==> src/i2csbc_pkg.sv <==
// Shared constants, types and response decode for the I2C slave byte controller.
package i2csbc_pkg;

	// Store sizes
	localparam int TX_DEPTH = 16;
	localparam int RX_DEPTH = 32;

	// Field widths
	localparam int CMD_W      = 3;
	localparam int BYTE_W     = 8;
	localparam int IDX_W      = 4;
	localparam int LEN_W      = 5;
	localparam int ADDR_W     = 7;
	localparam int BITS_W     = 4;
	localparam int CFG_IDX_W  = 2;
	localparam int CFG_DATA_W = 7;

	// Derived widths: transmit address, transmit pointer (0..TX_DEPTH),
	// receive address and count (0..RX_DEPTH-1), remainder step counter
	localparam int TX_AW  = (TX_DEPTH > 1) ? $clog2(TX_DEPTH) : 1;
	localparam int TX_PW  = $clog2(TX_DEPTH + 1);
	localparam int RX_AW  = $clog2(RX_DEPTH);
	localparam int STEP_W = $clog2(IDX_W);
	localparam int DEN_W  = LEN_W + IDX_W;

	// Command codes
	localparam logic [CMD_W-1:0] CMD_START    = 3'd0;
	localparam logic [CMD_W-1:0] CMD_SHIFT    = 3'd1;
	localparam logic [CMD_W-1:0] CMD_STOP     = 3'd2;
	localparam logic [CMD_W-1:0] CMD_TX_WRITE = 3'd3;
	localparam logic [CMD_W-1:0] CMD_TX_INDEX = 3'd4;

	// Configuration register indexes
	localparam logic [CFG_IDX_W-1:0] CFG_OWN_ADDRESS = 2'd0;
	localparam logic [CFG_IDX_W-1:0] CFG_TX_LENGTH   = 2'd1;
	localparam logic [CFG_IDX_W-1:0] CFG_ENABLED     = 2'd2;

	// Constant bytes and transfer lengths
	localparam logic [BYTE_W-1:0] BYTE_ZERO = 8'h00;
	localparam logic [BYTE_W-1:0] BYTE_ONES = 8'hff;
	localparam logic [BITS_W-1:0] BITS_ACK  = 4'd1;
	localparam logic [BITS_W-1:0] BITS_BYTE = 4'd8;

	// Reset values of configuration
	localparam logic [ADDR_W-1:0] OWN_ADDRESS_RST = 7'd0;
	localparam logic [LEN_W-1:0]  TX_LENGTH_RST   = 5'd16;

	// Line response selector
	typedef enum logic [2:0] {
		RSP_START      = 3'd0,
		RSP_RELEASE    = 3'd1,
		RSP_NO_MATCH   = 3'd2,
		RSP_ACK_DRIVE  = 3'd3,
		RSP_ACK_LISTEN = 3'd4,
		RSP_RX_WAIT    = 3'd5,
		RSP_TX_DATA    = 3'd6
	} rsp_t;

	// Line response fields
	typedef struct packed {
		logic              load_shift;
		logic [BYTE_W-1:0] shift_value;
		logic [BITS_W-1:0] bits_next;
		logic              sda_drive;
		logic              go_idle;
	} line_t;

	// Controller to datapath commands
	typedef struct packed {
		logic accept_en;
		logic tx_write;
		logic mod_start;
		logic mod_step;
		logic tx_send;
		logic rx_store;
		logic emit_line;
		rsp_t rsp_sel;
		logic dump_start;
		logic dump_read;
		logic dump_emit;
	} ctrl_cmd_t;

	// Datapath to controller status
	typedef struct packed {
		logic             taken;
		logic [CMD_W-1:0] cmd;
		logic             aborted;
		logic             enabled;
		logic             addr_match;
		logic             nack;
		logic             dir_read;
		logic             count_zero;
		logic             mod_last;
		logic             dump_last;
		logic             out_free;
		logic             enable_written;
	} dp_stat_t;

	// Decode a line response into its fields
	function automatic line_t line_fields(rsp_t sel, logic [BYTE_W-1:0] tx_data);
		line_t l;
		l.load_shift  = 1'b0;
		l.shift_value = BYTE_ZERO;
		l.bits_next   = BITS_BYTE;
		l.sda_drive   = 1'b0;
		l.go_idle     = 1'b0;
		unique case (sel)
			RSP_START: begin
				l.load_shift  = 1'b1;
				l.shift_value = BYTE_ONES;
			end
			RSP_RELEASE: begin
				l.go_idle = 1'b1;
			end
			RSP_NO_MATCH: begin
				l.load_shift = 1'b1;
				l.go_idle    = 1'b1;
			end
			RSP_ACK_DRIVE: begin
				l.load_shift = 1'b1;
				l.bits_next  = BITS_ACK;
				l.sda_drive  = 1'b1;
			end
			RSP_ACK_LISTEN: begin
				l.load_shift = 1'b1;
				l.bits_next  = BITS_ACK;
			end
			RSP_RX_WAIT: begin
				l.bits_next = BITS_BYTE;
			end
			RSP_TX_DATA: begin
				l.load_shift  = 1'b1;
				l.shift_value = tx_data;
				l.sda_drive   = 1'b1;
			end
			default: begin
				l.go_idle = 1'b0;
			end
		endcase
		return l;
	endfunction

endpackage

==> src/i2csbc_ifs.sv <==
// Valid/ready channel interfaces: bus events in, responses out, configuration writes.
interface i2csbc_evt_if;
	import i2csbc_pkg::*;
	logic              valid;
	logic              ready;
	logic [CMD_W-1:0]  cmd;
	logic [BYTE_W-1:0] shift_byte;
	logic              start_aborted;
	logic [IDX_W-1:0]  entry_index;
	logic [BYTE_W-1:0] entry_value;
	modport source(output valid, cmd, shift_byte, start_aborted, entry_index, entry_value,
		input ready);
	modport sink(input valid, cmd, shift_byte, start_aborted, entry_index, entry_value,
		output ready);
endinterface

interface i2csbc_rsp_if;
	import i2csbc_pkg::*;
	logic              valid;
	logic              ready;
	logic              kind;
	logic              load_shift;
	logic [BYTE_W-1:0] shift_value;
	logic [BITS_W-1:0] bits_next;
	logic              sda_drive;
	logic              go_idle;
	logic [BYTE_W-1:0] rx_byte;
	logic              last;
	modport source(output valid, kind, load_shift, shift_value, bits_next, sda_drive, go_idle,
		rx_byte, last, input ready);
	modport sink(input valid, kind, load_shift, shift_value, bits_next, sda_drive, go_idle,
		rx_byte, last, output ready);
endinterface

interface i2csbc_cfg_if;
	import i2csbc_pkg::*;
	logic                  valid;
	logic                  ready;
	logic [CFG_IDX_W-1:0]  index;
	logic [CFG_DATA_W-1:0] data;
	modport source(output valid, index, data, input ready);
	modport sink(input valid, index, data, output ready);
endinterface

==> src/i2csbc_ram.sv <==
// Generic single-write, single-read RAM with registered read data.
module i2csbc_ram #(
	parameter int WIDTH = 8,
	parameter int DEPTH = 16,
	localparam int AW = (DEPTH > 1) ? $clog2(DEPTH) : 1
) (
	input  logic             clk,
	input  logic             wr_en,
	input  logic [AW-1:0]    wr_addr,
	input  logic [WIDTH-1:0] wr_data,
	input  logic             rd_en,
	input  logic [AW-1:0]    rd_addr,
	output logic [WIDTH-1:0] rd_data
);

	logic [WIDTH-1:0] mem_q [DEPTH];
	logic [WIDTH-1:0] rd_data_q;

	// Write port
	always_ff @(posedge clk) begin
		if (wr_en) begin
			mem_q[wr_addr] <= wr_data;
		end
	end

	// Registered read, held while no read is issued
	always_ff @(posedge clk) begin
		if (rd_en) begin
			rd_data_q <= mem_q[rd_addr];
		end
	end

	assign rd_data = rd_data_q;

endmodule

==> src/i2csbc_dp.sv <==
// Datapath: word capture, configuration, transmit pointer, stores and response register.
module i2csbc_dp (
	input  logic                  clk,
	input  logic                  arst_n,
	i2csbc_evt_if.sink            bus_evt,
	i2csbc_cfg_if.sink            cfg,
	i2csbc_rsp_if.source          resp,
	input  i2csbc_pkg::ctrl_cmd_t cmd,
	output i2csbc_pkg::dp_stat_t  st
);
	import i2csbc_pkg::*;

	// Captured input word
	logic [CMD_W-1:0]  cmd_q;
	logic [BYTE_W-1:0] byte_q;
	logic              aborted_q;
	logic [IDX_W-1:0]  idx_q;
	logic [BYTE_W-1:0] val_q;

	// Configuration
	logic [ADDR_W-1:0] own_addr_q;
	logic [LEN_W-1:0]  tx_len_q;
	logic              enabled_q;

	// Transmit pointer and remainder unit
	logic [TX_PW-1:0]  tx_ptr_q;
	logic [TX_PW-1:0]  ptr_wrap;
	logic [LEN_W-1:0]  eff_len;
	logic [IDX_W-1:0]  rem_q;
	logic [IDX_W-1:0]  rem_next;
	logic [STEP_W-1:0] step_q;
	logic [DEN_W-1:0]  den;

	// Receive store bookkeeping
	logic [RX_AW-1:0]  rx_count_q;
	logic [RX_AW-1:0]  dump_k_q;
	logic              rx_full;
	logic              dump_last;

	// Store ports
	logic              tx_wr_en;
	logic [BYTE_W-1:0] tx_rdata;
	logic              rx_wr_en;
	logic [BYTE_W-1:0] rx_rdata;

	// Response register
	logic              out_valid_q;
	logic              out_kind_q;
	line_t             out_line_q;
	logic [BYTE_W-1:0] out_rx_q;
	logic              out_last_q;
	logic              out_free;
	line_t             line_next;
	logic              take;
	logic              cfg_wr;

	assign bus_evt.ready = cmd.accept_en;
	assign take          = bus_evt.valid & bus_evt.ready;
	assign cfg.ready     = 1'b1;
	assign cfg_wr        = cfg.valid & cfg.ready;

	// Capture the accepted word
	always_ff @(posedge clk) begin
		if (take) begin
			cmd_q     <= bus_evt.cmd;
			byte_q    <= bus_evt.shift_byte;
			aborted_q <= bus_evt.start_aborted;
			idx_q     <= bus_evt.entry_index;
			val_q     <= bus_evt.entry_value;
		end
	end

	// Configuration registers; indexes past the list are ignored
	always_ff @(posedge clk or negedge arst_n) begin
		if (!arst_n) begin
			own_addr_q <= OWN_ADDRESS_RST;
			tx_len_q   <= TX_LENGTH_RST;
			enabled_q  <= 1'b1;
		end else if (cfg_wr) begin
			if (cfg.index == CFG_OWN_ADDRESS) begin
				own_addr_q <= cfg.data[ADDR_W-1:0];
			end
			if (cfg.index == CFG_TX_LENGTH) begin
				tx_len_q <= cfg.data[LEN_W-1:0];
			end
			if (cfg.index == CFG_ENABLED) begin
				enabled_q <= cfg.data[0];
			end
		end
	end

	// Effective length: zero counts as one, clipped to the store depth
	always_comb begin
		eff_len = tx_len_q;
		if (tx_len_q == '0) begin
			eff_len = LEN_W'(1);
		end else if (32'(tx_len_q) > TX_DEPTH) begin
			eff_len = LEN_W'(TX_DEPTH);
		end
	end

	assign ptr_wrap = (32'(tx_ptr_q) >= 32'(eff_len)) ? '0 : tx_ptr_q;

	// Restoring remainder step: subtract eff_len << step when it fits
	assign den      = DEN_W'(eff_len) << step_q;
	assign rem_next = (DEN_W'(rem_q) >= den) ? (rem_q - den[IDX_W-1:0]) : rem_q;

	always_ff @(posedge clk) begin
		if (cmd.mod_start) begin
			rem_q  <= idx_q;
			step_q <= STEP_W'(IDX_W - 1);
		end else if (cmd.mod_step) begin
			rem_q  <= rem_next;
			step_q <= step_q - 1'b1;
		end
	end

	// Transmit pointer
	always_ff @(posedge clk or negedge arst_n) begin
		if (!arst_n) begin
			tx_ptr_q <= '0;
		end else if (cmd.tx_send) begin
			tx_ptr_q <= ptr_wrap + 1'b1;
		end else if (cmd.mod_step && step_q == '0) begin
			tx_ptr_q <= TX_PW'(rem_next);
		end
	end

	// Transmit store
	assign tx_wr_en = cmd.tx_write && (32'(idx_q) < TX_DEPTH);

	i2csbc_ram #(.WIDTH(BYTE_W), .DEPTH(TX_DEPTH)) u_tx_ram (
		.clk     (clk),
		.wr_en   (tx_wr_en),
		.wr_addr (TX_AW'(idx_q)),
		.wr_data (val_q),
		.rd_en   (cmd.tx_send),
		.rd_addr (TX_AW'(ptr_wrap)),
		.rd_data (tx_rdata)
	);

	// Receive store: bytes past RX_DEPTH-1 are dropped
	assign rx_full   = (rx_count_q == RX_AW'(RX_DEPTH - 1));
	assign rx_wr_en  = cmd.rx_store && !rx_full;
	assign dump_last = (dump_k_q == rx_count_q - 1'b1);

	i2csbc_ram #(.WIDTH(BYTE_W), .DEPTH(RX_DEPTH)) u_rx_ram (
		.clk     (clk),
		.wr_en   (rx_wr_en),
		.wr_addr (rx_count_q),
		.wr_data (byte_q),
		.rd_en   (cmd.dump_read),
		.rd_addr (dump_k_q),
		.rd_data (rx_rdata)
	);

	always_ff @(posedge clk or negedge arst_n) begin
		if (!arst_n) begin
			rx_count_q <= '0;
		end else if (rx_wr_en) begin
			rx_count_q <= rx_count_q + 1'b1;
		end else if (cmd.dump_emit && dump_last) begin
			rx_count_q <= '0;
		end
	end

	always_ff @(posedge clk) begin
		if (cmd.dump_start) begin
			dump_k_q <= '0;
		end else if (cmd.dump_emit) begin
			dump_k_q <= dump_k_q + 1'b1;
		end
	end

	// Response register
	assign out_free  = !out_valid_q || resp.ready;
	assign line_next = line_fields(cmd.rsp_sel, tx_rdata);

	always_ff @(posedge clk or negedge arst_n) begin
		if (!arst_n) begin
			out_valid_q <= 1'b0;
		end else if (cmd.emit_line || cmd.dump_emit) begin
			out_valid_q <= 1'b1;
		end else if (resp.ready) begin
			out_valid_q <= 1'b0;
		end
	end

	always_ff @(posedge clk) begin
		if (cmd.emit_line) begin
			out_kind_q <= 1'b0;
			out_line_q <= line_next;
			out_rx_q   <= BYTE_ZERO;
			out_last_q <= 1'b1;
		end else if (cmd.dump_emit) begin
			out_kind_q <= 1'b1;
			out_line_q <= line_fields(RSP_RX_WAIT, BYTE_ZERO);
			out_rx_q   <= rx_rdata;
			out_last_q <= dump_last;
		end
	end

	assign resp.valid       = out_valid_q;
	assign resp.kind        = out_kind_q;
	assign resp.load_shift  = out_line_q.load_shift;
	assign resp.shift_value = out_line_q.shift_value;
	assign resp.bits_next   = out_line_q.bits_next;
	assign resp.sda_drive   = out_line_q.sda_drive;
	assign resp.go_idle     = out_line_q.go_idle;
	assign resp.rx_byte     = out_rx_q;
	assign resp.last        = out_last_q;

	// Status to the controller
	assign st.taken          = take;
	assign st.cmd            = cmd_q;
	assign st.aborted        = aborted_q;
	assign st.enabled        = enabled_q;
	assign st.addr_match     = (byte_q[BYTE_W-1:1] == own_addr_q);
	assign st.nack           = (byte_q != BYTE_ZERO);
	assign st.dir_read       = byte_q[0];
	assign st.count_zero     = (rx_count_q == '0);
	assign st.mod_last       = (step_q == '0);
	assign st.dump_last      = dump_last;
	assign st.out_free       = out_free;
	assign st.enable_written = cfg_wr && (cfg.index == CFG_ENABLED);

`ifndef SYNTHESIS
	a_ptr_bound: assert property (@(posedge clk) disable iff (!arst_n)
		32'(tx_ptr_q) <= TX_DEPTH)
		else $error("transmit pointer beyond store depth");
	a_rx_word_fields: assert property (@(posedge clk) disable iff (!arst_n)
		(out_valid_q && out_kind_q) |-> (!out_line_q.load_shift && !out_line_q.sda_drive
		&& !out_line_q.go_idle && out_line_q.bits_next == BITS_BYTE))
		else $error("received byte word carries line fields");
	a_load_when_free: assert property (@(posedge clk) disable iff (!arst_n)
		(cmd.emit_line || cmd.dump_emit) |-> out_free)
		else $error("response register overwritten before it was taken");
`endif

endmodule

==> src/i2csbc_ctrl.sv <==
// Controller: byte phase, transaction state and the sequencing of each word.
module i2csbc_ctrl (
	input  logic                  clk,
	input  logic                  arst_n,
	input  i2csbc_pkg::dp_stat_t  st,
	output i2csbc_pkg::ctrl_cmd_t cmd
);
	import i2csbc_pkg::*;

	typedef enum logic [5:0] {
		S_IDLE    = 6'b000001,
		S_DECODE  = 6'b000010,
		S_MOD     = 6'b000100,
		S_EMIT    = 6'b001000,
		S_DUMP_RD = 6'b010000,
		S_DUMP_WR = 6'b100000
	} state_t;

	typedef enum logic [5:0] {
		PH_CHECK_ADDR = 6'b000001,
		PH_SEND_DATA  = 6'b000010,
		PH_REQ_ACK    = 6'b000100,
		PH_CHECK_ACK  = 6'b001000,
		PH_RECV_DATA  = 6'b010000,
		PH_STORE_ACK  = 6'b100000
	} phase_t;

	typedef enum logic [4:0] {
		TS_BEFORE_START = 5'b00001,
		TS_AFTER_START  = 5'b00010,
		TS_SELECTED     = 5'b00100,
		TS_NOT_SELECTED = 5'b01000,
		TS_DATA         = 5'b10000
	} tstate_t;

	state_t  state_q, state_d;
	phase_t  phase_q, phase_d;
	tstate_t tstate_q, tstate_d;
	logic    armed_q, armed_d;
	rsp_t    rsp_q, rsp_d;
	logic    do_send;

	// Next-state and command decode
	always_comb begin
		state_d  = state_q;
		phase_d  = phase_q;
		tstate_d = tstate_q;
		armed_d  = armed_q;
		rsp_d    = rsp_q;
		do_send  = 1'b0;
		cmd      = '0;
		cmd.rsp_sel = rsp_q;
		unique case (state_q)
			S_IDLE: begin
				cmd.accept_en = 1'b1;
				if (st.taken) begin
					state_d = S_DECODE;
				end
			end
			S_DECODE: begin
				state_d = S_IDLE;
				priority if (st.cmd == CMD_TX_WRITE) begin
					cmd.tx_write = 1'b1;
				end else if (st.cmd == CMD_TX_INDEX) begin
					cmd.mod_start = 1'b1;
					state_d       = S_MOD;
				end else if (!st.enabled) begin
					state_d = S_IDLE;
				end else if (st.cmd == CMD_START) begin
					state_d = S_EMIT;
					if (st.aborted) begin
						armed_d = 1'b0;
						rsp_d   = RSP_RELEASE;
					end else begin
						phase_d  = PH_CHECK_ADDR;
						tstate_d = TS_AFTER_START;
						armed_d  = 1'b1;
						rsp_d    = RSP_START;
					end
				end else if (st.cmd == CMD_SHIFT && armed_q) begin
					state_d = S_EMIT;
					unique case (phase_q)
						PH_SEND_DATA: begin
							do_send = 1'b1;
						end
						PH_REQ_ACK: begin
							phase_d = PH_CHECK_ACK;
							rsp_d   = RSP_ACK_LISTEN;
						end
						PH_CHECK_ACK: begin
							if (st.nack) begin
								phase_d = PH_CHECK_ADDR;
								armed_d = 1'b0;
								rsp_d   = RSP_RELEASE;
							end else begin
								do_send = 1'b1;
							end
						end
						PH_RECV_DATA: begin
							tstate_d = TS_DATA;
							phase_d  = PH_STORE_ACK;
							rsp_d    = RSP_RX_WAIT;
						end
						PH_STORE_ACK: begin
							phase_d      = PH_RECV_DATA;
							cmd.rx_store = 1'b1;
							rsp_d        = RSP_ACK_DRIVE;
						end
						default: begin
							// address byte
							if (st.addr_match) begin
								tstate_d = TS_SELECTED;
								phase_d  = st.dir_read ? PH_SEND_DATA : PH_RECV_DATA;
								rsp_d    = RSP_ACK_DRIVE;
							end else begin
								tstate_d = TS_NOT_SELECTED;
								armed_d  = 1'b0;
								rsp_d    = RSP_NO_MATCH;
							end
						end
					endcase
					// next transmit byte is read from the store here
					if (do_send) begin
						tstate_d    = TS_DATA;
						phase_d     = PH_REQ_ACK;
						rsp_d       = RSP_TX_DATA;
						cmd.tx_send = 1'b1;
					end
				end else if (st.cmd == CMD_STOP) begin
					tstate_d = TS_BEFORE_START;
					if (tstate_q == TS_AFTER_START) begin
						armed_d = 1'b0;
						rsp_d   = RSP_RELEASE;
						state_d = S_EMIT;
					end else if (tstate_q == TS_DATA && !st.count_zero) begin
						cmd.dump_start = 1'b1;
						state_d        = S_DUMP_RD;
					end
				end else begin
					state_d = S_IDLE;
				end
			end
			S_MOD: begin
				cmd.mod_step = 1'b1;
				if (st.mod_last) begin
					state_d = S_IDLE;
				end
			end
			S_EMIT: begin
				if (st.out_free) begin
					cmd.emit_line = 1'b1;
					state_d       = S_IDLE;
				end
			end
			S_DUMP_RD: begin
				cmd.dump_read = 1'b1;
				state_d       = S_DUMP_WR;
			end
			S_DUMP_WR: begin
				if (st.out_free) begin
					cmd.dump_emit = 1'b1;
					state_d       = st.dump_last ? S_IDLE : S_DUMP_RD;
				end
			end
			default: begin
				state_d = S_IDLE;
			end
		endcase
	end

	// State registers; any write to enabled disarms
	always_ff @(posedge clk or negedge arst_n) begin
		if (!arst_n) begin
			state_q  <= S_IDLE;
			phase_q  <= PH_CHECK_ADDR;
			tstate_q <= TS_BEFORE_START;
			armed_q  <= 1'b0;
			rsp_q    <= RSP_RELEASE;
		end else begin
			state_q  <= state_d;
			phase_q  <= phase_d;
			tstate_q <= tstate_d;
			armed_q  <= armed_d && !st.enable_written;
			rsp_q    <= rsp_d;
		end
	end

`ifndef SYNTHESIS
	a_armed_enabled: assert property (@(posedge clk) disable iff (!arst_n)
		armed_q |-> st.enabled)
		else $error("armed while disabled");
	a_dump_nonempty: assert property (@(posedge clk) disable iff (!arst_n)
		(state_q == S_DUMP_RD) |-> !st.count_zero)
		else $error("receive dump with empty store");
	a_tx_in_data: assert property (@(posedge clk) disable iff (!arst_n)
		(state_q == S_EMIT && rsp_q == RSP_TX_DATA) |-> (tstate_q == TS_DATA))
		else $error("transmit byte outside data state");
`endif

endmodule

==> src/i2c_slave_byte_controller_top.sv <==
// I2C slave byte controller: bus event in, line responses and received bytes out.
//
// Channels: bus_evt carries one bus or store event per word (start, shift
// done, stop, transmit store write, transmit index set); resp returns the
// words each event causes; cfg writes own_address (0), tx_length (1) and
// enabled (2). Words move when valid and ready are both high.
// Sequencing: a start or shift-done event is decoded, then its response is
// loaded into the response register once that register is free.
// A store write is done in decode; an index set runs a four-step remainder by the
// effective transmit length. A stop after received data emits one word per
// stored byte, each by a receive RAM read, then a register load, with
// the final one marked last.
// The event channel is ready again once the last response is registered,
// so one event may be taken while that response still waits.
// Reset: phases return to address check / before start, the transmit pointer
// and receive count clear, configuration returns to address 0, length 16,
// enabled. Store contents are not cleared.
// Stall: a held response blocks the controller; no word is lost or repeated.
module i2c_slave_byte_controller_top (
	input  logic         clk,
	input  logic         arst_n,
	i2csbc_evt_if.sink   bus_evt,
	i2csbc_cfg_if.sink   cfg,
	i2csbc_rsp_if.source resp
);
	import i2csbc_pkg::*;

	ctrl_cmd_t ctrl_cmd;
	dp_stat_t  dp_stat;

	i2csbc_ctrl u_ctrl (
		.clk    (clk),
		.arst_n (arst_n),
		.st     (dp_stat),
		.cmd    (ctrl_cmd)
	);

	i2csbc_dp u_dp (
		.clk     (clk),
		.arst_n  (arst_n),
		.bus_evt (bus_evt),
		.cfg     (cfg),
		.resp    (resp),
		.cmd     (ctrl_cmd),
		.st      (dp_stat)
	);

endmodule

==> src/flat_wrapper.sv <==
// flat-port wrapper written by rule: the top's interface ports become plain ports
module i2c_slave_byte_controller_top_flat import i2csbc_pkg::*;
  (clk, arst_n, bus_evt_valid, bus_evt_cmd, bus_evt_shift_byte, bus_evt_start_aborted, bus_evt_entry_index, bus_evt_entry_value, bus_evt_ready, cfg_valid, cfg_index, cfg_data, cfg_ready, resp_valid, resp_kind, resp_load_shift, resp_shift_value, resp_bits_next, resp_sda_drive, resp_go_idle, resp_rx_byte, resp_last, resp_ready);
  i2csbc_evt_if bus_evt_i ();
  i2csbc_cfg_if cfg_i ();
  i2csbc_rsp_if resp_i ();
  input  logic clk;
  input  logic arst_n;
  input wire logic [$bits(bus_evt_i.valid)-1:0] bus_evt_valid;
  input wire logic [$bits(bus_evt_i.cmd)-1:0] bus_evt_cmd;
  input wire logic [$bits(bus_evt_i.shift_byte)-1:0] bus_evt_shift_byte;
  input wire logic [$bits(bus_evt_i.start_aborted)-1:0] bus_evt_start_aborted;
  input wire logic [$bits(bus_evt_i.entry_index)-1:0] bus_evt_entry_index;
  input wire logic [$bits(bus_evt_i.entry_value)-1:0] bus_evt_entry_value;
  output wire logic [$bits(bus_evt_i.ready)-1:0] bus_evt_ready;
  input wire logic [$bits(cfg_i.valid)-1:0] cfg_valid;
  input wire logic [$bits(cfg_i.index)-1:0] cfg_index;
  input wire logic [$bits(cfg_i.data)-1:0] cfg_data;
  output wire logic [$bits(cfg_i.ready)-1:0] cfg_ready;
  output wire logic [$bits(resp_i.valid)-1:0] resp_valid;
  output wire logic [$bits(resp_i.kind)-1:0] resp_kind;
  output wire logic [$bits(resp_i.load_shift)-1:0] resp_load_shift;
  output wire logic [$bits(resp_i.shift_value)-1:0] resp_shift_value;
  output wire logic [$bits(resp_i.bits_next)-1:0] resp_bits_next;
  output wire logic [$bits(resp_i.sda_drive)-1:0] resp_sda_drive;
  output wire logic [$bits(resp_i.go_idle)-1:0] resp_go_idle;
  output wire logic [$bits(resp_i.rx_byte)-1:0] resp_rx_byte;
  output wire logic [$bits(resp_i.last)-1:0] resp_last;
  input wire logic [$bits(resp_i.ready)-1:0] resp_ready;
  assign bus_evt_i.valid = bus_evt_valid;
  assign bus_evt_i.cmd = bus_evt_cmd;
  assign bus_evt_i.shift_byte = bus_evt_shift_byte;
  assign bus_evt_i.start_aborted = bus_evt_start_aborted;
  assign bus_evt_i.entry_index = bus_evt_entry_index;
  assign bus_evt_i.entry_value = bus_evt_entry_value;
  assign bus_evt_ready = bus_evt_i.ready;
  assign cfg_i.valid = cfg_valid;
  assign cfg_i.index = cfg_index;
  assign cfg_i.data = cfg_data;
  assign cfg_ready = cfg_i.ready;
  assign resp_valid = resp_i.valid;
  assign resp_kind = resp_i.kind;
  assign resp_load_shift = resp_i.load_shift;
  assign resp_shift_value = resp_i.shift_value;
  assign resp_bits_next = resp_i.bits_next;
  assign resp_sda_drive = resp_i.sda_drive;
  assign resp_go_idle = resp_i.go_idle;
  assign resp_rx_byte = resp_i.rx_byte;
  assign resp_last = resp_i.last;
  assign resp_i.ready = resp_ready;
  i2c_slave_byte_controller_top u_core (.clk(clk), .arst_n(arst_n), .bus_evt(bus_evt_i), .cfg(cfg_i), .resp(resp_i));
endmodule
==> config.mk <==
export PLATFORM = sky130hd
export DESIGN_NAME = i2c_slave_byte_controller_top_flat
export DESIGN_NICKNAME = d
export VERILOG_FILES = /design/src/i2csbc_pkg.sv /design/src/i2csbc_ifs.sv /design/src/i2csbc_ram.sv /design/src/i2csbc_dp.sv /design/src/i2csbc_ctrl.sv /design/src/i2c_slave_byte_controller_top.sv /design/src/flat_wrapper.sv
export SDC_FILE = /design/constraint.sdc
export NUM_CORES = 1
export LEC_CHECK = 0
export ABC_AREA = 1
export BUFFER_PORTS_ARGS = -buffer_cell sky130_fd_sc_hd__buf_2
export CORE_UTILIZATION = 40
export DETAILED_ROUTE_END_ITERATION = 12
export HOLD_SLACK_MARGIN = 0.05
export PLACE_DENSITY = 0.59
export SLEW_MARGIN = 20
export SYNTH_ARGS = -nofsm -noshare
export SYNTH_HDL_FRONTEND = slang
export SYNTH_SLANG_ARGS = --single-unit
==> constraint.sdc <==
create_clock -name clk -period 2.8 [get_ports clk]
set_clock_uncertainty 0.1 [all_clocks]
set_input_delay 0.84 -clock clk [delete_from_list [all_inputs] [get_ports clk]]
set_output_delay 0.84 -clock clk [all_outputs]
set_load 0.05 [all_outputs]
Word-level counts from Yosys, hierarchy flattened
Memories as Yosys holds them, arrays and structs flattened. A register that Yosys moved wholly into a read port is not among the register bits.
Index checks and enable logic that the tools add are counted.
Widths: inputs -> output; s select.
- $add $sub $neg: 6
- magnitude comparators: 3
- equal/unequal tests: 37
- shift-type cells: 1
- muxes and demuxes: 108
- bitwise gates (word level): 3
- reductions and logical operators: 42
- operator list (operator ; count):
    $mux 6 ; 15
    $mux 5 ; 17
    $mux 1 ; 49
    $pmux 6 s6 ; 1
    $mux 15 ; 2
    $pmux 6 s5 ; 1
    $mux 4 ; 5
    $mux 3 ; 6
    $pmux 8 s2 ; 1
    $add 5x1->5 const B ; 3
    $pmux 3 s5 ; 1
    $mux 2 ; 7
    $eq 3x2->1 const B ; 4
    $eq 6x2->1 const B ; 2
    $eq 6x3->1 const B ; 2
    $eq 6x4->1 const B ; 2
    $eq 6x5->1 const B ; 2
    $eq 6x6->1 const B ; 2
    $reduce_bool 2->1 ; 6
    $eq 5x5->1 const B ; 2
    $logic_not 5->1 ; 2
    $pmux 5 s2 ; 1
    $eq 3x3->1 const B ; 3
    $ge 4x9->1 ; 1
    other kinds (38) ; 63
- flip-flop bits (word level): 105
- bits in writable memories: 384
- input port bits: 38
- output and inout port bits: 28
- word-level logic and storage cells: 229
- memories: 2
- memory list (name ; words ; bits a word ; rd ports ; clocked after memory_dff ; wr ports ; line ; source):
    u_core.u_dp.u_rx_ram.mem_q ; 32 ; 8 ; 1 ; 1 ; 1 ; i2csbc_ram.sv:16 ; logic [WIDTH-1:0] mem_q [DEPTH];
    u_core.u_dp.u_tx_ram.mem_q ; 16 ; 8 ; 1 ; 1 ; 1 ; i2csbc_ram.sv:16 ;

Depth between registers and ports, before layout
Gate-level depths: netlist (run 1).
- word-level depth: 19
- gate-level depth with buffers: 19
- mapped depth without buffers: 17

Hierarchy
Synthesis (run 1) repeated with hierarchy kept, for this count alone.
- cell total of the unflattened synthesis: 2109
- area, all modules: 22128.7 um2
- modules (own cells, without submodules) (module ; times used ; cells each ; area each (um2) ; sequential area each (um2)):
    i2csbc_ram at u_core.u_dp.u_rx_ram ; 1 ; 922 ; 10866.7 ; 7927.6
    i2csbc_ram at u_core.u_dp.u_tx_ram ; 1 ; 551 ; 5846.9 ; 4083.9
    i2csbc_dp ; 1 ; 427 ; 3986.3 ; 2174.6
    i2csbc_ctrl ; 1 ; 209 ; 1428.9 ; 530.5

Worst setup path before layout (run 1)
Ideal clock, no wire load.
- kind: reg-to-reg
- start: register u_core.u_dp.tx_ptr_q[0]
- end: register u_core.u_dp.tx_ptr_q[4]
- setup time: 124 ps
- arrival: 2553 ps
- data required time: 2576 ps
- path slack: 23 ps
- cell stages (with the launch flop): 17
- buffers on the path: 4
- period minus slack after synthesis: 2777 ps
- cells stage by stage: dfrtp_1 > clkbuf_1 > buf_1 > inv_1 > ha_1 > nand2_1 > nor2_1 > nand2_1 > nand3_1 > buf_2 > buf_2 > inv_1 > ha_1 > nand3_1 > o21ai_0 > nand2_1 > o21ai_1
- longest elaborated chain between the ends: 4
- RTL lines (what ; line ; source):
    start: declaration ; i2csbc_dp.sv:26 ; logic [TX_PW-1:0] tx_ptr_q;
    start signal: assignment ; i2csbc_dp.sv:123 ; tx_ptr_q <= ptr_wrap + 1'b1;
    start signal: assignment ; i2csbc_dp.sv:125 ; tx_ptr_q <= TX_PW'(rem_next);
    $ge 5x5->1 ; i2csbc_dp.sv:102 ; assign ptr_wrap = (32'(tx_ptr_q) >= 32'(eff_len)) ? '0 : tx_ptr_q;
    $mux 5 * ; i2csbc_dp.sv:102 ;
    $add 5x1->5 * ; i2csbc_dp.sv:123 ;
    $mux 5 * ; i2csbc_dp.sv:122 ; end else if (cmd.tx_send) begin
Every way passes the cells marked *; elsewhere a longest branch is shown, timed or not.
A chain may end at the register's enable or synchronous reset.

Worst setup path after layout (run 1)
- start: register u_core.u_dp.tx_len_q[4]
- end: register u_core.u_dp.u_tx_ram.rd_data_q[4], in the netlist u_core.u_dp.u_tx_ram.rd_data[4], read port of u_core.u_dp.u_tx_ram.mem_q (data pin)
- longest elaborated chain between the ends: 5
- elaborated cells on any way between the ends: 6
- classes of those cells: 2 x order compare; 3 x mux; 1 x reduce/logical
- RTL lines (what ; line ; source):
    start: declaration ; i2csbc_dp.sv:22 ; logic [LEN_W-1:0] tx_len_q;
    start signal: assignment ; i2csbc_dp.sv:84 ; tx_len_q <= cfg.data[LEN_W-1:0];
    $gt 5x5->1 ; i2csbc_dp.sv:97 ; end else if (32'(tx_len_q) > TX_DEPTH) begin
    $mux 5 ; i2csbc_dp.sv:97 ;
    $mux 5 * ; i2csbc_dp.sv:95 ; if (tx_len_q == '0) begin
    $ge 5x5->1 * ; i2csbc_dp.sv:102 ;
    $mux 5 * ; i2csbc_dp.sv:102 ;
    end: declaration ; i2csbc_ram.sv:17 ; logic [WIDTH-1:0] rd_data_q;
Marked as above.

==> results of run 1 <==
-- worst max-delay path: stages, from the launching register on --
cell and delay (ns):
sky130_fd_sc_hd__dfstp_2 0.61, sky130_fd_sc_hd__inv_2 0.06, sky130_fd_sc_hd__buf_6 0.13, sky130_fd_sc_hd__ha_4 0.24, sky130_fd_sc_hd__nand2_2 0.09, sky130_fd_sc_hd__inv_2 0.04, sky130_fd_sc_hd__nand2_1 0.05, sky130_fd_sc_hd__nand2_1 0.07
sky130_fd_sc_hd__nor2_4 0.23, sky130_fd_sc_hd__buf_12 0.17, sky130_fd_sc_hd__clkbuf_16 0.17, sky130_fd_sc_hd__nand4_1 0.08, sky130_fd_sc_hd__nand2_1 0.11, sky130_fd_sc_hd__nand3_1 0.15, sky130_fd_sc_hd__nand3_1 0.13, sky130_fd_sc_hd__nand2_1 0.06
-- how the worst max path moves through the flow --
stage	from	endpoint	slack, ns	cells after the start
2_1_floorplan	u_core.u_dp.tx_ptr_q[0]	u_core.u_dp.tx_ptr_q[4]	0.02	16
3_3_place_gp	u_core.u_dp.tx_len_q[4]	u_core.u_dp.u_tx_ram.rd_data[7]	-0.003	16
3_5_place_dp	u_core.u_dp.tx_len_q[4]	u_core.u_dp.u_tx_ram.rd_data[7]	-0.01	16
4_1_cts	u_core.u_dp.tx_len_q[4]	u_core.u_dp.u_tx_ram.rd_data[5]	0.002	16
5_1_grt	u_core.u_dp.tx_len_q[4]	u_core.u_dp.rem_q[2]	-0.07	16
6_report	u_core.u_dp.tx_len_q[4]	u_core.u_dp.u_tx_ram.rd_data[4]	0.05	15
-- where the power goes --
part           total [mW]  internal [mW]  switching [mW]
registers            8.87           8.60           0.269
clock network        6.62           3.69            2.93
logic                2.27          0.774            1.50
-- kinds of logic (layout without fill, tap and decap cells) --
kind of cell             count (synthesis)  count (layout)  synth area share
multiplexers                             2               2           0.00104
flip-flops                             503             503             0.680
other                                    2               3          0.000347
adder cells (fa/ha/maj)                 19              19            0.0113
AND/OR/NAND/NOR                        864             864             0.173
XOR/XNOR                                16              16           0.00647
AO/OA/AOI/OAI                          301             301            0.0761
buffers and inverters                  291             488            0.0518
-- registers in the layout, indices dropped and copies added (netlist names), 6 cells and up --
signal                        count
u_core.u_dp.own_addr_q            7
u_core.u_dp.u_tx_ram.mem_q      128
u_core.u_ctrl.phase_q             6
u_core.u_dp.u_rx_ram.rd_data      8
u_core.u_dp.byte_q                8
u_core.u_dp.u_tx_ram.rd_data      8
u_core.u_dp.val_q                 8
u_core.u_dp.resp.rx_byte          8
u_core.u_dp.u_rx_ram.mem_q      256
u_core.u_dp.resp.shift_value      8
u_core.u_ctrl.state_q             6
-- per-stage QoR --
step,cell area [µm²],setup TNS [ns],power (mW)
floorplan,21700,0,10.1
global placement,23400,-0.00295,10.9
detailed placement,23400,-0.0122,10.9
CTS,25000,0,17.6
global route,25600,-0.797,18.4
finish,25600,0,17.8
-- cells in the mapped netlist (3+ instances only) --
cell                         n
sky130_fd_sc_hd__ha_1       18
sky130_fd_sc_hd__xnor2_1    11
sky130_fd_sc_hd__nand2_4     4
sky130_fd_sc_hd__dfstp_2     6
sky130_fd_sc_hd__a31oi_1     4
sky130_fd_sc_hd__nor3_1     14
sky130_fd_sc_hd__inv_1     185
sky130_fd_sc_hd__dfxtp_1    17
sky130_fd_sc_hd__clkbuf_1   75
sky130_fd_sc_hd__o211ai_1   30
sky130_fd_sc_hd__buf_4       3
sky130_fd_sc_hd__buf_1       4
sky130_fd_sc_hd__dfrtp_1    39
sky130_fd_sc_hd__edfxtp_1  441
sky130_fd_sc_hd__o21ai_1    26
sky130_fd_sc_hd__o21ai_0   178
sky130_fd_sc_hd__xor2_1      5
sky130_fd_sc_hd__nor2_4      4
sky130_fd_sc_hd__o22ai_1    36
sky130_fd_sc_hd__nand4_1    66
sky130_fd_sc_hd__nand2_1   253
sky130_fd_sc_hd__nor2_1    358
sky130_fd_sc_hd__clkinv_1    3
sky130_fd_sc_hd__inv_2       7
sky130_fd_sc_hd__nand3_1   152
sky130_fd_sc_hd__buf_2      13
sky130_fd_sc_hd__a21oi_1    22
-- layer usage --
layer,track usage,vias to the layer above,routed length (µm)
li1,-,7260,-
met1,0.272,7485,25100
met2,0.329,522,27200
met3,0.0323,129,3520
met4,0.0696,0,1940
met5,0,-,0
-- final cells by class --
| type | instances | area [µm²] | area share |
|---|---|---|---|
| Clock inverter | 26 | 186 | 0.00729 |
| Multi-Input combinational cell | 1205 | 6010 | 0.235 |
| Timing Repair Buffer | 194 | 1610 | 0.0629 |
| Sequential cell | 503 | 14700 | 0.576 |
| Inverter | 196 | 744 | 0.0291 |
| Clock buffer | 72 | 1440 | 0.0562 |
| Tap cell | 688 | 861 | 0.0337 |
-- timing repair --
action / CTS / global route
hold buffers: 1 / 0
setup endpoints to repair: 4 / 18
hold endpoints to repair: 3 / 0
gates cloned: 0 / 10
buffers inserted: 0 / 12
pin swaps: 0 / 27
resized for setup: 6 / 58
==> out/qor_table.md, run 1 <==
| Group | Quantity | Value |
|:---|:---|:---|
| grt | Gr ovfl total | 0 |
| yosys | Top cells by area, synth | sky130_fd_sc_hd__edfxtp_1 (61%), sky130_fd_sc_hd__nor2_1 (6.2%), sky130_fd_sc_hd__dfrtp_1 (4.5%), sky130_fd_sc_hd__nand2_1 (4.4%), sky130_fd_sc_hd__o21ai_0 (4.1%) |
| critical path | Element type at the critical path end | register |
| yosys | Mapped cell area | 21600 µm² |
| floorplanning | Effective utilization at floorplan | 0.409 |
| placement | Weighted congestion at the end of routability-driven global placement | 0.865 |
| floorplanning | Die Y-Extent | 235 µm |
| grt | Global-route wire length before repair | 85800 µm |
| timing | Worst hold slack | 0.305 ns |
| floorplanning | Number of primary I/O pins | 66 |
| clock network | Clock insertion delay at the later pin of the skew report | 0.61 ns |
| clock network | Sink Count | 503 |
| drt | Antenna violation net count after detailed routing | 0 |
| timing | Fraction of the cycle the final worst path needs | 0.981 |
| clock network | CTS tree | done |
| yosys | Synthesized instance count | 1998 |
| yosys | Flop and latch count out of synthesis | 503 |
| final layout | Final net count | 2209 |
| grt | Vias in the first global route | 14832 |
| clock network | H-tree depth | 2 |
| final layout | Diode insertion count for antenna repair | 0 |
| drt | Number of design rule violations left after detail routing | 0 |
| timing | Hold Violations, Final | 0 |
| timing | Final min period | 2.75 ns |
| timing | Final setup viols | 0 |
| hold path | Worst hold-check path type | in -> reg |
| drt | Starting DRC count in detailed routing | 1615 |
| timing | Slew HR | 0.441 |
| floorplanning | Horizontal extent of the die | 235 µm |
| critical path | Worst R2R Start | u_core.u_dp.tx_len_q[4] |
| yosys | Count of unique library cells instantiated by Yosys | 45 |
| hold path | Hold_sp | bus_evt_entry_value[1] |
| floorplanning | Die area | 55100 µm² |
| yosys | FFs w/ async S/R, synth | 0.0895 |
| critical path | R2R depth | 15 |
| final layout | Share of post-route cells with drive strength above 1 | 0.153 |
| placement | Total half-perimeter wirelength after legalization and detailed placement | 35100 µm |
| final layout | Leading cell type in the layout, fill and taps excluded | sky130_fd_sc_hd__edfxtp_1 |
| floorplanning | Row count | 84 |
| final layout | Fraction of the core area covered by cells at the end of the flow | 0.483 |
| pwr | Lkg Pwr | 9.82 nW |
| yosys | Cell taking the most area after synthesis | sky130_fd_sc_hd__edfxtp_1 |
| pwr | Worst vdd rail ir drop | 0.702 mV |
| critical path | Category of the worst setup path launch point | register |
| yosys | Sequential fraction of the synthesis area | 0.680 |
| yosys | Prevailing post-synth register cell | sky130_fd_sc_hd__edfxtp_1 |
| final layout | Layout Area Growth over Synthesis | 18.1% |
| clock network | Cell at the root of the clock tree | sky130_fd_sc_hd__clkbuf_16 |
| yosys | Total of warnings raised by yosys | 0 |
| pwr | Power per cell area | 695 nW/µm² |
| timing | RSZ-0062 raised after global routing | true |
| grt | Pin count of the biggest net entering global routing | 111 |
| critical path | R2r endpoint | u_core.u_dp.u_tx_ram.rd_data[4] |
| job | Number of max-capacitance violations reported | 0 |
| drt | Routed via count | 15396 |
| final layout | Filler cells | 4831 |
| clock network | TritonCTS Buffers | 52 |
| drt | Via-to-Cell Ratio | 5.34 |
| yosys | Synth Area per Inst | 10.8 µm² |
| grt | Initial antenna violation count | 1 |
| timing | Final worst slack | 0.0541 ns |
| grt | Total routing usage reported by global routing | 0.201 |
| drt | Wire length per cell | 20.0 µm |
| final layout | Final standard cell count with taps included and fillers excluded | 2884 |
| placement | Placed instance count | 2763 |
| drt | Sum of routed wire length over all layers | 57700 µm |
| placement | Pre-CTS setup slack | -0.0122 ns |
| timing | Final count of pins violating max slew | 0 |
| critical path | Top fanout value on the critical path | 10 |
| yosys | Yosys top cell area share | 0.612 |
| hold path | Min-Delay Path Depth | 1 |
| critical path | Critical Setup Path Class | reg -> reg |
| timing | Achievable frequency | 364 MHz |
| critical path | R2r setup slk | 0.05 ns |
| drt | TritonRoute pass-1 iters | 5 |
| timing | Worst-margin pin slew | 0.838 ns |
| hold path | Worst Hold Endpoint | u_core.u_dp.val_q[1] |
| placement | Port bufs | 62 |
| yosys | Number of enable-type register cells in the synthesized netlist | 441 |
| outcome | Run status | complete, no violations |
| clock network | Clock-pin transition on the worst setup and hold timing paths | 0.06 ns |
| critical path | Critical path data required time | 3.07 ns |
| clock network | Clock tree buffer depth | 3 |
| final layout | Most frequent cells in the layout | sky130_fd_sc_hd__edfxtp_1 (441), sky130_fd_sc_hd__nor2_1 (353), sky130_fd_sc_hd__nand2_1 (242) |
| floorplanning | Floorplan Core Area | 53000 µm² |
| critical path | Endpoint arrival time on the critical path | 3.01 ns |
Note: power is estimated with default switching activity, not from simulation.
==> run 2: changes to the inputs <==
--- a/config.mk
+++ b/config.mk
@@ -7,10 +7,10 @@
 export LEC_CHECK = 0
 export ABC_AREA = 1
 export BUFFER_PORTS_ARGS = -buffer_cell sky130_fd_sc_hd__buf_2
-export CORE_UTILIZATION = 40
+export CORE_UTILIZATION = 31
 export DETAILED_ROUTE_END_ITERATION = 12
 export HOLD_SLACK_MARGIN = 0.05
-export PLACE_DENSITY = 0.59
+export PLACE_DENSITY = 0.49
 export SLEW_MARGIN = 20
 export SYNTH_ARGS = -nofsm -noshare
 export SYNTH_HDL_FRONTEND = slang
==> constraint.sdc (replaced) <==
create_clock -name clk -period 2.2 [get_ports clk]
set_clock_uncertainty 0.1 [all_clocks]
set_input_delay 0.66 -clock clk [delete_from_list [all_inputs] [get_ports clk]]
set_output_delay 0.66 -clock clk [all_outputs]
set_load 0.05 [all_outputs]
==> run 2 against run 1 <==
Net effect:
- critical path depth grew 1
- register-to-register slack lost 0.56 ns
- count of clock-buffer cells in the layout grew 1
- cell count grew 12%
- cell area grew 10%
- total power grew 35%
- hold slack lost 0.20 ns
- sequential power grew 27%
- the run now ends with negative setup slack left
- largest power group unchanged
- first-iteration DRC count shrank 13%
- core utilization shrank 7.2 points
==> out/qor_table.md, run 2 (synthesized netlist as in run 1, its figures left out) <==
| Group | Quantity | Value |
|:---|:---|:---|
| critical path | Element type at the critical path end | register |
| critical path | Standard cell with the maximum stage delay on the critical path | sky130_fd_sc_hd__dfstp_2 |
| drt | Via-to-Cell Ratio | 4.81 |
| clock network | CTS tree | done |
| drt | Sum of routed wire length over all layers | 60600 µm |
| final layout | Layout Area Growth over Synthesis | 30.4% |
| floorplanning | Effective utilization at floorplan | 0.315 |
| timing | Final count of pins violating max slew | 0 |
| placement | Post-placement cell area | 24900 µm² |
| critical path | Endpoint arrival time on the critical path | 2.94 ns |
| floorplanning | Row count | 96 |
| final layout | Registers with the highest flip-flop counts | u_core.u_dp.u_rx_ram.mem_q: 256 flops, u_core.u_dp.u_tx_ram.mem_q: 128 flops |
| critical path | Buffer and inverter count on the worst path | 5 |
| floorplanning | Die Y-Extent | 266 µm |
| clock network | Clock-pin transition on the worst setup and hold timing paths | 0.07 ns |
| critical path | Top fanout value on the critical path | 8 |
| final layout | Share of post-route cells with drive strength above 1 | 0.244 |
| drt | Antenna violation net count after detailed routing | 0 |
| critical path | Critical path data required time | 2.43 ns |
| pwr | Switching power total | 6.27 mW |
| grt | Met1 track utilization from global routing | 0.238 |
| drt | Routed via count | 15554 |
| drt | TritonRoute pass-1 iters | 5 |
| outcome | Run status | finished with violations |
| pwr | Lkg Pwr | 10.6 nW |
| final layout | Filler cells | 6453 |
| timing | RSZ-0062 raised after global routing | true |
| hold path | Worst hold-check path type | in -> reg |
| pwr | Clock network fraction of design power | 0.391 |
| final layout | Leading cell type in the layout, fill and taps excluded | sky130_fd_sc_hd__edfxtp_1 |
| critical path | Critical Setup Path Class | reg -> reg |
| drt | Number of design rule violations left after detail routing | 0 |
| timing | Hold Violations, Final | 0 |
| critical path | Category of the worst setup path launch point | register |
| floorplanning | Die area | 70900 µm² |
| timing | Final worst slack | -0.510 ns |
| floorplanning | Floorplan Core Area | 68800 µm² |
| timing | Worst-margin pin slew | 0.817 ns |
| timing | Achievable frequency | 369 MHz |
| pwr | Switching part of the total | 0.261 |
| final layout | Most frequent cells in the layout | sky130_fd_sc_hd__edfxtp_1 (441), sky130_fd_sc_hd__nor2_1 (314), sky130_fd_sc_hd__nand2_1 (225) |
| clock network | Clock insertion delay at the later pin of the skew report | 0.63 ns |
| floorplanning | Number of primary I/O pins | 66 |
| grt | Pin count of the biggest net entering global routing | 83 |
| grt | Most Used Layer, Global Route | met2 |
| outcome | Violated checks | negative setup slack |
| clock network | H-tree depth | 2 |
| pwr | Cell Int Power | 17.7 mW |
| timing | Slew HR | 0.455 |
| critical path | Critical-path cell list | buf_6, nand2_4, nand2_4, ha_4, nand2_4, inv_4, nand2_2, nand2_2, nor2_4, buf_12, nand3_4, inv_6, clkbuf_16, nand3_2, nand3_1, nand2_1 |
| critical path | Delay-heaviest family, CP | simple AND/OR/NAND/NOR gates |
| grt | Vias in the first global route | 15489 |
| grt | Gr ovfl total | 0 |
| pwr | Worst vdd rail ir drop | 0.639 mV |
| placement | Port bufs | 62 |
| timing | Final min period | 2.71 ns |
| final layout | Max FFs per register | 256 |
| placement | Pre-CTS setup slack | -0.521 ns |
| drt | Starting DRC count in detailed routing | 1409 |
| final layout | Largest reg by FF count | u_core.u_dp.u_rx_ram.mem_q |
| final layout | Final standard cell area without fillers | 28200 µm² |
| critical path | Top cell by count, worst path | sky130_fd_sc_hd__nand2_4 |
| timing | Final setup viols | 274 |
| drt | Wire length per cell | 18.7 µm |
| placement | Weighted congestion at the end of routability-driven global placement | 0.839 |
| pwr | Combinational share of power | 0.139 |
| floorplanning | Horizontal extent of the die | 266 µm |
| job | Number of max-capacitance violations reported | 0 |
| pwr | Seq pwr share | 0.469 |
| grt | Global-route wire length before repair | 92600 µm |
| pwr | Power per cell area | 850 nW/µm² |
| final layout | Diode insertion count for antenna repair | 0 |
| final layout | Final net count | 2317 |
| clock network | Cell at the root of the clock tree | sky130_fd_sc_hd__clkbuf_16 |
| clock network | Sink Count | 503 |
| clock network | TritonCTS Buffers | 54 |
| critical path | Largest incremental delay on the critical path | 0.61 ns |
| grt | Met3 track demand over resource in global routing | 0.0236 |
| clock network | Clock tree buffer depth | 3 |
| placement | Total half-perimeter wirelength after legalization and detailed placement | 38800 µm |
| grt | Met2 capacity usage during global routing | 0.275 |
| grt | Total routing usage reported by global routing | 0.171 |
| grt | Initial antenna violation count | 0 |
| timing | Fraction of the cycle the final worst path needs | 1.23 |
run 2: repair_timing:
action,4_1_cts,5_1_grt
pin swaps,51,57
hold buffers,1,0
buffers inserted,37,8
cloned,6,5
hold endpoints to repair,39,0
setup endpoints to repair,277,343
gates resized for setup,98,93
run 2: power by group through the flow:
stage | Sequential (mW) | Combinational, mW | Clock, mW
finish | 11.3 | 3.35 | 9.39
global route | 11.3 | 3.66 | 9.96
CTS | 11.3 | 3.12 | 9.58
detailed placement | 11.5 | 2.76 | 0
global placement | 11.4 | 2.71 | 0
floorplan | 11.5 | 1.43 | 0
run 2: path summary, 6_finish.rpt:
check | from | to | slack [ns] | cells after the start
setup / recovery | u_core.u_dp.tx_len_q[4] | u_core.u_dp.u_tx_ram.rd_data[5] | -0.51 | 16
min in group asynchronous | arst_n | u_core.u_dp.own_addr_q[6] | 0.44 | 3
hold / removal | bus_evt_shift_byte[7] | u_core.u_dp.byte_q[7] | 0.10 | 1
setup reg to reg | u_core.u_dp.tx_len_q[4] | u_core.u_dp.u_tx_ram.rd_data[5] | -0.51 | 16
max in group asynchronous | arst_n | u_core.u_dp.tx_len_q[4] | 1.25 | 3
hold reg to reg | u_core.u_dp.u_rx_ram.rd_data[2] | u_core.u_dp.resp.rx_byte[2] | 0.38 | 2
run 2: area by class of cell:
class / instances / area (µm²) / share of cell area
inverters: 196 / 772 / 0.0273
multi-input cells: 1205 / 6710 / 0.238
repair buffers: 300 / 3050 / 0.108
flip-flops and latches: 503 / 14700 / 0.521
well taps: 931 / 1160 / 0.0412
clock inverters: 28 / 397 / 0.0140
clock buffers: 73 / 1420 / 0.0504
run 2: per-layer routing:
| metal | share of wire | up-vias |
|---|---|---|
| met1 | 0.46 | 7590 |
| met4 | 0.027 | 0 |
| met3 | 0.046 | 87 |
| met2 | 0.47 | 393 |
| met5 | 0 | - |
| li1 | - | 7484 |
run 2: per-stage QoR:
stage / setup TNS (ns) / instances / power (mW) / util / hold WS (ns)
5_1_grt: -70.63 / 3236 / 24.9 / 0.410 / 0.0824
4_1_cts: -50.87 / 3226 / 24.0 / 0.403 / 0.0736
6_report: -37.45 / 3236 / 24.0 / 0.410 / 0.105
3_3_place_gp: -49.59 / 3081 / 14.2 / 0.362 / 0.365
2_1_floorplan: -37.83 / 1999 / 12.9 / - / 0.264
3_5_place_dp: -51.58 / 3081 / 14.2 / 0.362 / 0.360
